`src/rtl/rmm_pkg.sv`:
```
// shared types and constants of the rendezvous message matcher
`timescale 1ns / 1ps

package rmm_pkg;

  localparam int NodeW = 3;
  localparam int ProcW = 4;
  localparam int TickW = 32;

  typedef enum logic {
    FUNC_SEND = 1'b0,
    FUNC_RECV = 1'b1
  } rmm_func_e;

  typedef enum logic [1:0] {
    ST_IDLE = 2'd0,
    ST_WAIT = 2'd1,
    ST_DONE = 2'd2
  } rmm_status_e;

  typedef struct packed {
    rmm_func_e              func;
    logic [NodeW-1:0]       src_node;
    logic [ProcW-1:0]       sender_process;
    logic [NodeW-1:0]       dst_node;
    logic [ProcW-1:0]       receiver_process;
    logic [TickW-1:0]       tick;
  } rmm_req_t;

  typedef struct packed {
    logic                   matched;
    logic [1:0]             sender_status;
    logic [1:0]             receiver_status;
    logic [TickW-1:0]       done_tick;
  } rmm_rsp_t;

  typedef struct packed {
    rmm_status_e            status;
    logic [NodeW-1:0]       pnode;
    logic [ProcW-1:0]       pproc;
  } rmm_slot_t;

  typedef struct packed {
    logic                   send_we;
    rmm_slot_t              send_slot;
    logic                   recv_we;
    rmm_slot_t              recv_slot;
  } rmm_upd_t;

  localparam rmm_slot_t SlotIdle = '{status: ST_IDLE, pnode: '0, pproc: '0};

endpackage

```
`src/rtl/rmm_slot_table.sv`:
```
// slot table: memory with per-entry valid bits and write-to-read bypass
`timescale 1ns / 1ps

module rmm_slot_table
  import rmm_pkg::*;
#(
  parameter int DEPTH = 128,
  parameter int IDX_W = 7
) (
  input  logic             clk_i,
  input  logic             rst_ni,
  input  logic             wr_en_i,
  input  logic [IDX_W-1:0] wr_addr_i,
  input  rmm_slot_t        wr_data_i,
  input  logic             rd_en_i,
  input  logic [IDX_W-1:0] rd_addr_i,
  output rmm_slot_t        rd_data_o
);

  rmm_slot_t        mem [DEPTH];
  rmm_slot_t        rd_q;
  logic [DEPTH-1:0] valid_q;
  logic             rd_valid_q;
  logic             bypass;

  assign bypass = wr_en_i && (wr_addr_i == rd_addr_i);

  always_ff @(posedge clk_i) begin
    if (wr_en_i) begin
      mem[wr_addr_i] <= wr_data_i;
    end
    if (rd_en_i) begin
      rd_q <= bypass ? wr_data_i : mem[rd_addr_i];
    end
  end

  always_ff @(posedge clk_i or negedge rst_ni) begin
    if (!rst_ni) begin
      valid_q    <= '0;
      rd_valid_q <= 1'b0;
    end else begin
      if (wr_en_i) begin
        valid_q[wr_addr_i] <= 1'b1;
      end
      if (rd_en_i) begin
        rd_valid_q <= bypass | valid_q[rd_addr_i];
      end
    end
  end

  // entries never written read as idle
  assign rd_data_o = rd_valid_q ? rd_q : SlotIdle;

endmodule

```
`src/rtl/rmm_match.sv`:
```
// match logic: new slot contents and result for one request
`timescale 1ns / 1ps

module rmm_match
  import rmm_pkg::*;
(
  input  rmm_req_t  req_i,
  input  logic      in_range_i,
  input  rmm_slot_t send_slot_i,
  input  rmm_slot_t recv_slot_i,
  output rmm_upd_t  upd_o,
  output rmm_rsp_t  rsp_o
);

  logic      match;
  rmm_slot_t send_new;
  rmm_slot_t recv_new;

  always_comb begin
    send_new = send_slot_i;
    recv_new = recv_slot_i;
    match    = 1'b0;
    unique case (req_i.func)
      FUNC_SEND: begin
        send_new = '{status: ST_WAIT, pnode: req_i.dst_node,
                     pproc: req_i.receiver_process};
        match    = (recv_slot_i.status == ST_WAIT) &&
                   (recv_slot_i.pnode == req_i.src_node) &&
                   (recv_slot_i.pproc == req_i.sender_process);
      end
      FUNC_RECV: begin
        recv_new = '{status: ST_WAIT, pnode: req_i.src_node,
                     pproc: req_i.sender_process};
        match    = (send_slot_i.status == ST_WAIT) &&
                   (send_slot_i.pnode == req_i.dst_node) &&
                   (send_slot_i.pproc == req_i.receiver_process);
      end
      default: begin
        match = 1'b0;
      end
    endcase
    if (match) begin
      send_new.status = ST_DONE;
      recv_new.status = ST_DONE;
    end
  end

  always_comb begin
    upd_o.send_slot = send_new;
    upd_o.recv_slot = recv_new;
    upd_o.send_we   = in_range_i && (match || (req_i.func == FUNC_SEND));
    upd_o.recv_we   = in_range_i && (match || (req_i.func == FUNC_RECV));
    if (in_range_i) begin
      rsp_o.matched         = match;
      rsp_o.sender_status   = send_new.status;
      rsp_o.receiver_status = recv_new.status;
      rsp_o.done_tick       = match ? req_i.tick : '0;
    end else begin
      rsp_o = '0;
    end
  end

endmodule

```
`src/rtl/rendezvous_message_matcher.sv`:
```
// top level of the rendezvous message matcher
`timescale 1ns / 1ps

// Send/receive rendezvous table with one send slot and one receive slot per
// (node, process). One request is accepted every cycle unless the output is
// stalled; its result is matched from the registered request and slot reads,
// then held in the output register. The rate is set by the two slot tables:
// each is read once when a request is taken and written once when it
// completes, with a bypass so that back-to-back requests on the same slot see
// the latest contents. Slots reset to idle at once through per-entry valid
// bits, so no clearing pass follows reset. Node indexes at or above NODES and
// process indexes at or above PROCS are ignored and give an all-zero result.

module rendezvous_message_matcher
  import rmm_pkg::*;
#(
  parameter int NODES = 8,
  parameter int PROCS = 16
) (
  input  logic     clk_i,
  input  logic     rst_ni,
  input  logic     in_valid_i,
  output logic     in_ready_o,
  input  rmm_req_t in_req_i,
  output logic     out_valid_o,
  input  logic     out_ready_i,
  output rmm_rsp_t out_rsp_o
);

  localparam int NodesEff = (NODES < (1 << NodeW)) ? NODES : (1 << NodeW);
  localparam int ProcsEff = (PROCS < (1 << ProcW)) ? PROCS : (1 << ProcW);
  localparam int Depth    = NodesEff * ProcsEff;
  localparam int IdxW     = (Depth > 1) ? $clog2(Depth) : 1;
  localparam int RawW     = NodeW + ProcW + 1;

  rmm_req_t        req_q;
  logic            a_valid_q;
  rmm_rsp_t        rsp_q;
  logic            out_valid_q;
  logic            accept;
  logic            advance;
  logic            in_range_in;
  logic            in_range_q;
  logic [RawW-1:0] send_raw;
  logic [RawW-1:0] recv_raw;
  logic [IdxW-1:0] send_rd_addr;
  logic [IdxW-1:0] recv_rd_addr;
  logic [IdxW-1:0] send_addr_q;
  logic [IdxW-1:0] recv_addr_q;
  rmm_slot_t       send_slot;
  rmm_slot_t       recv_slot;
  rmm_upd_t        upd;
  rmm_rsp_t        rsp;
  logic            write_go;

  assign advance    = !out_valid_q || out_ready_i;
  assign in_ready_o = !a_valid_q || advance;
  assign accept     = in_valid_i && in_ready_o;
  assign write_go   = a_valid_q && advance;

  assign in_range_in = (32'(in_req_i.src_node) < NODES) &&
                       (32'(in_req_i.dst_node) < NODES) &&
                       (32'(in_req_i.sender_process) < PROCS) &&
                       (32'(in_req_i.receiver_process) < PROCS);

  assign send_raw = RawW'(RawW'(in_req_i.src_node) * RawW'(ProcsEff)) +
                    RawW'(in_req_i.sender_process);
  assign recv_raw = RawW'(RawW'(in_req_i.dst_node) * RawW'(ProcsEff)) +
                    RawW'(in_req_i.receiver_process);

  assign send_rd_addr = in_range_in ? send_raw[IdxW-1:0] : '0;
  assign recv_rd_addr = in_range_in ? recv_raw[IdxW-1:0] : '0;

  always_ff @(posedge clk_i) begin
    if (accept) begin
      req_q       <= in_req_i;
      in_range_q  <= in_range_in;
      send_addr_q <= send_rd_addr;
      recv_addr_q <= recv_rd_addr;
    end
    if (write_go) begin
      rsp_q <= rsp;
    end
  end

  always_ff @(posedge clk_i or negedge rst_ni) begin
    if (!rst_ni) begin
      a_valid_q   <= 1'b0;
      out_valid_q <= 1'b0;
    end else begin
      if (accept) begin
        a_valid_q <= 1'b1;
      end else if (advance) begin
        a_valid_q <= 1'b0;
      end
      if (advance) begin
        out_valid_q <= a_valid_q;
      end
    end
  end

  rmm_slot_table #(
    .DEPTH (Depth),
    .IDX_W (IdxW)
  ) u_send_table (
    .clk_i     (clk_i),
    .rst_ni    (rst_ni),
    .wr_en_i   (write_go && upd.send_we),
    .wr_addr_i (send_addr_q),
    .wr_data_i (upd.send_slot),
    .rd_en_i   (accept),
    .rd_addr_i (send_rd_addr),
    .rd_data_o (send_slot)
  );

  rmm_slot_table #(
    .DEPTH (Depth),
    .IDX_W (IdxW)
  ) u_recv_table (
    .clk_i     (clk_i),
    .rst_ni    (rst_ni),
    .wr_en_i   (write_go && upd.recv_we),
    .wr_addr_i (recv_addr_q),
    .wr_data_i (upd.recv_slot),
    .rd_en_i   (accept),
    .rd_addr_i (recv_rd_addr),
    .rd_data_o (recv_slot)
  );

  rmm_match u_match (
    .req_i       (req_q),
    .in_range_i  (in_range_q),
    .send_slot_i (send_slot),
    .recv_slot_i (recv_slot),
    .upd_o       (upd),
    .rsp_o       (rsp)
  );

  assign out_valid_o = out_valid_q;
  assign out_rsp_o   = rsp_q;

endmodule
```
`config.mk`:
```
export PLATFORM = sky130hd
export DESIGN_NAME = rendezvous_message_matcher
export DESIGN_NICKNAME = d
export VERILOG_FILES = /design/src/rtl/rmm_pkg.sv /design/src/rtl/rmm_slot_table.sv /design/src/rtl/rmm_match.sv /design/src/rtl/rendezvous_message_matcher.sv
export SDC_FILE = /design/constraint.sdc
export NUM_CORES = 2
export LEC_CHECK = 0
export BUFFER_PORTS_ARGS = -buffer_cell sky130_fd_sc_hd__buf_2
export CAP_MARGIN = 20
export CORE_ASPECT_RATIO = 0.5
export CORE_MARGIN = 8
export CORE_UTILIZATION = 55
export CTS_CLUSTER_DIAMETER = 80
export DETAILED_ROUTE_END_ITERATION = 10
export PLACE_DENSITY = 0.71
export SLEW_MARGIN = 40
export SYNTH_ARGS = -nofsm -noshare
export SYNTH_HDL_FRONTEND = slang
export SYNTH_SLANG_ARGS = --single-unit
```
`constraint.sdc`:
```
create_clock -name clk_i -period 12.85 [get_ports clk_i]
set_clock_uncertainty 0.05 [all_clocks]
set_input_delay 3.2125 -clock clk_i [delete_from_list [all_inputs] [get_ports clk_i]]
set_output_delay 3.2125 -clock clk_i [all_outputs]
set_load 0.05 [all_outputs]
```
==> results.md <==
- Mapped Nets: roughly 5,300
- Reg2reg path depth: 8
- Status: finished, final reports clean
- Mapped cell area: roughly 100,000 um^2
- Maxcap violations: 0
- Leak pwr: between 30 and 40 nW
- Final setup vio count: 0
- Number of clock sinks: between 2,000 and 3,000
- R2r setup slk: slightly below 9 ns
- Area after DPL: 108,000 um^2
- DP Wirelength: 156,000 um
- Worst hold path depth: 1
- Final Util: 0.616
- Synth Area per Inst: 19.6 um^2
- Power density over the cells: about 150 nW/um^2
- Number of global-route vias before repair: between 50,000 and 60,000
- Hold EP: u_send_table.valid_q[69]$_DFFE_PN0P_
- Worst setup SP type: input port
- Post-CTS Hold Fix Bufs: 0
- First-pass GRT wire length: about 380,000 um
- CTS tree: done
- PostCTS Resize Cnt: 0
- Reg-to-Reg Start: u_send_table.rd_valid_q$_DFFE_PN0P_
- Smallest hold slack: 0.411 ns
- Nets: around 5,500
- Yosys cell types: 77
- Post-synth EDFFs: approximately 2,400
- Initial Util: 0.555
- Tot Pwr: roughly 18 mW
- Asr flop ratio synth: 0.0975
- Core area: 187,000 um^2
- Slew Viols, Final: 0
- Clock slew at reported path FFs: 0.06 ns
- Pin count of the biggest net entering global routing: around 130
- Register area: 78,800 um^2
- Seq cells post-synth: 2,666
- Root Buffer Master: clkbuf_16
- Vias: 53,641
- RSZ-0062 raised after global routing: false
- Fin crit share: 0.545
- Antenna Nets Post-Route: 0
- Die X: 630 um
- Post-Synth Adder-Cell Area: 0
- DR WL met2: 122,000 um
- Layout area overhead: 11.0%
- Final WL: roughly 260,000 um
- Critical R2R Capture: u_send_table.mem[105][7]$_DFFE_PP_
- Top Metal Used: met4
- Post-route cell area: around 120,000 um^2
- Wl on met1: between 100,000 and 150,000 um
- Critical Path End Type: primary output
- DRC Markers: 0
- Port bufs: slightly below 90
- Crit path required time: around 9.6 ns
- Final Wtd Congestion: about 0.92
- Clock buffer depth: 4
- Yosys warns: 0
- Setup TNS: 0 ns
- Footprint of the multi-input gates: about 24,000 um^2
- Post-Synth XOR/XNOR Area: 0.00177
- I/O pins: 90
- Initial antenna violation count: 4
- Non-Filler Instances: 8,118
- Final setup margin: ~6 ns
- Routed wire per std cell: 32.0 um
- Iter 0 DRT Violations: ~6,900
- # rows: around 110
- Post-Synth Simple-Gate Area: 0.0447
- Worst-margin pin slew: roughly 1.1 ns
- Final min period: approximately 7.0 ns
- Syn Inst Count: 5,284
- H-tree levels: 4
- CP arrival: 3.74 ns
- Num CTS Buffers: between 200 and 250
- Compound-Gate Fraction of Synth Area: 0.0405
- Gr ovfl total: 0
- Dpl cells: 7,690
- Clk_lat worst skew: ~0.86 ns
- Total track usage: 0.251
- Pre-CTS WS: 5.09 ns
- Post-synthesis sequential area ratio: 0.759
- Post-synth top flop: edfxtp_1
- Hold/Removal Path Class: register to register
- Min-Delay Startpoint: u_send_table.valid_q[69]$_DFFE_PN0P_
- Peak VDD IR: between 0.1 and 0.15 mV
- Rel. slew slack: 0.295
- Crit Path Max Fanout: 3
- Layout cells sized above 1: 0.293
- Drt via density: about 6.6
- Met3 wire len: roughly 28,000 um
- FILL cells: around 13,000
- Fmax: approximately 0.14 GHz
- Crit Path Class: input port to primary output
- Main combinational cell family by area after synthesis: multiplexers
- Post-CTS Setup Bufs: 0
- Die height: about 320 um
- DIE AREA: slightly above 200,000 um^2
- Post-synthesis mux area share: 0.138
- Fin. Hold Viols: 0
- DR pass1 iterations: 6
## area by class of cell
cell class	instances	area share
tap	2508	0.0272
multi-input combinational	2288	0.210
inverter	33	0.00115
antenna	3	0.0000652
clock inverter	84	0.00646
sequential	2666	0.684
clock buffer	330	0.0562
timing repair buffer	206	0.0152
## per-layer routing
layer,vias up,GRT usage
met5,-,0
met4,0,0.0860
met3,520,0.0621
met2,3142,0.398
met1,28287,0.347
li1,21692,-
## power breakdown
part           internal, mW  leakage [nW]  switching [mW]
clock network          3.73          3.54            3.05
logic                 0.371          9.50           0.794
registers              9.67          25.5          0.0620
## Yosys cell counts (34+ instances only)
cell type / count / area share
edfxtp_1: 2406 / 0.70
mux4_2: 526 / 0.11
nor2_1: 318 / 0.011
dfrtp_1: 260 / 0.063
or2_2: 228 / 0.014
mux2i_1: 174 / 0.017
a22oi_1: 166 / 0.012
a21oi_1: 125 / 0.0060
clkbuf_1: 118 / 0.0043
nand2_1: 102 / 0.0037
buf_2: 100 / 0.0048
nor2b_1: 65 / 0.0039
mux2_2: 56 / 0.0061
o22ai_1: 49 / 0.0030
o21ai_0: 47 / 0.0023
a22o_1: 40 / 0.0034
nor3_1: 35 / 0.0017
buf_4: 34 / 0.0025
## critical path: stages
cell,delay (ns)
buf_2,0.10
nand3b_1,0.18
buf_2,0.24
## worst max path at each step
stage                                         from                              to  cells past startpoint
floorplan           u_recv_table.rd_q[4]$_DFFE_PP_         out_rsp_o[32]$_DFFE_PP_                      5
global placement                      in_req_i[32]  u_recv_table.rd_q[5]$_DFFE_PP_                      9
detailed placement                    in_req_i[39]  u_send_table.rd_q[3]$_DFFE_PP_                      9
CTS                                    out_ready_i                      in_ready_o                      3
global route                           out_ready_i                      in_ready_o                      3
finish                                 out_ready_i                      in_ready_o                      3
## kinds of logic after synthesis
family | after synthesis
buffers and inverters | 330
AND/OR/NAND/NOR | 910
multiplexers | 759
XOR/XNOR | 21
flip-flops | 2666
AO/OA/AOI/OAI | 598
## sequential cells by signal, indices dropped and copies added, names as in the netlist
| signal | count |
|---|---|
| u_send_table.rd_q | 9 |
| u_send_table.valid_q | 128 |
| u_send_table.mem | 1152 |
| u_recv_table.rd_valid_q | 1 |
| out_valid_o | 1 |
| a_valid_q | 1 |
| recv_addr_q | 1 |
| out_rsp_o | 37 |
| u_recv_table.mem | 1152 |
| req_q | 45 |
| u_recv_table.valid_q | 128 |
| u_send_table.rd_valid_q | 1 |
| send_addr_q | 1 |
| u_recv_table.rd_q | 9 |
## placed cells by master (no fill, tap or decap), types with 56 or more instances in the layout
master     synthesis  layout
edfxtp_1        2406    2406
or2_2            228     228
nor2b_1           65      58
clkbuf_1         118      68
a22oi_1          166     166
mux4_2           526     526
clkbuf_16          0     232
nor2_2             0     244
nand2_1          102     101
mux2i_1          174     174
mux2_2            56      56
dfrtp_1          260     260
nor2_1           318      71
buf_4             34      81
buf_2            100      81
a21oi_1          125     124
Note: power is estimated with default switching activity, not from simulation.
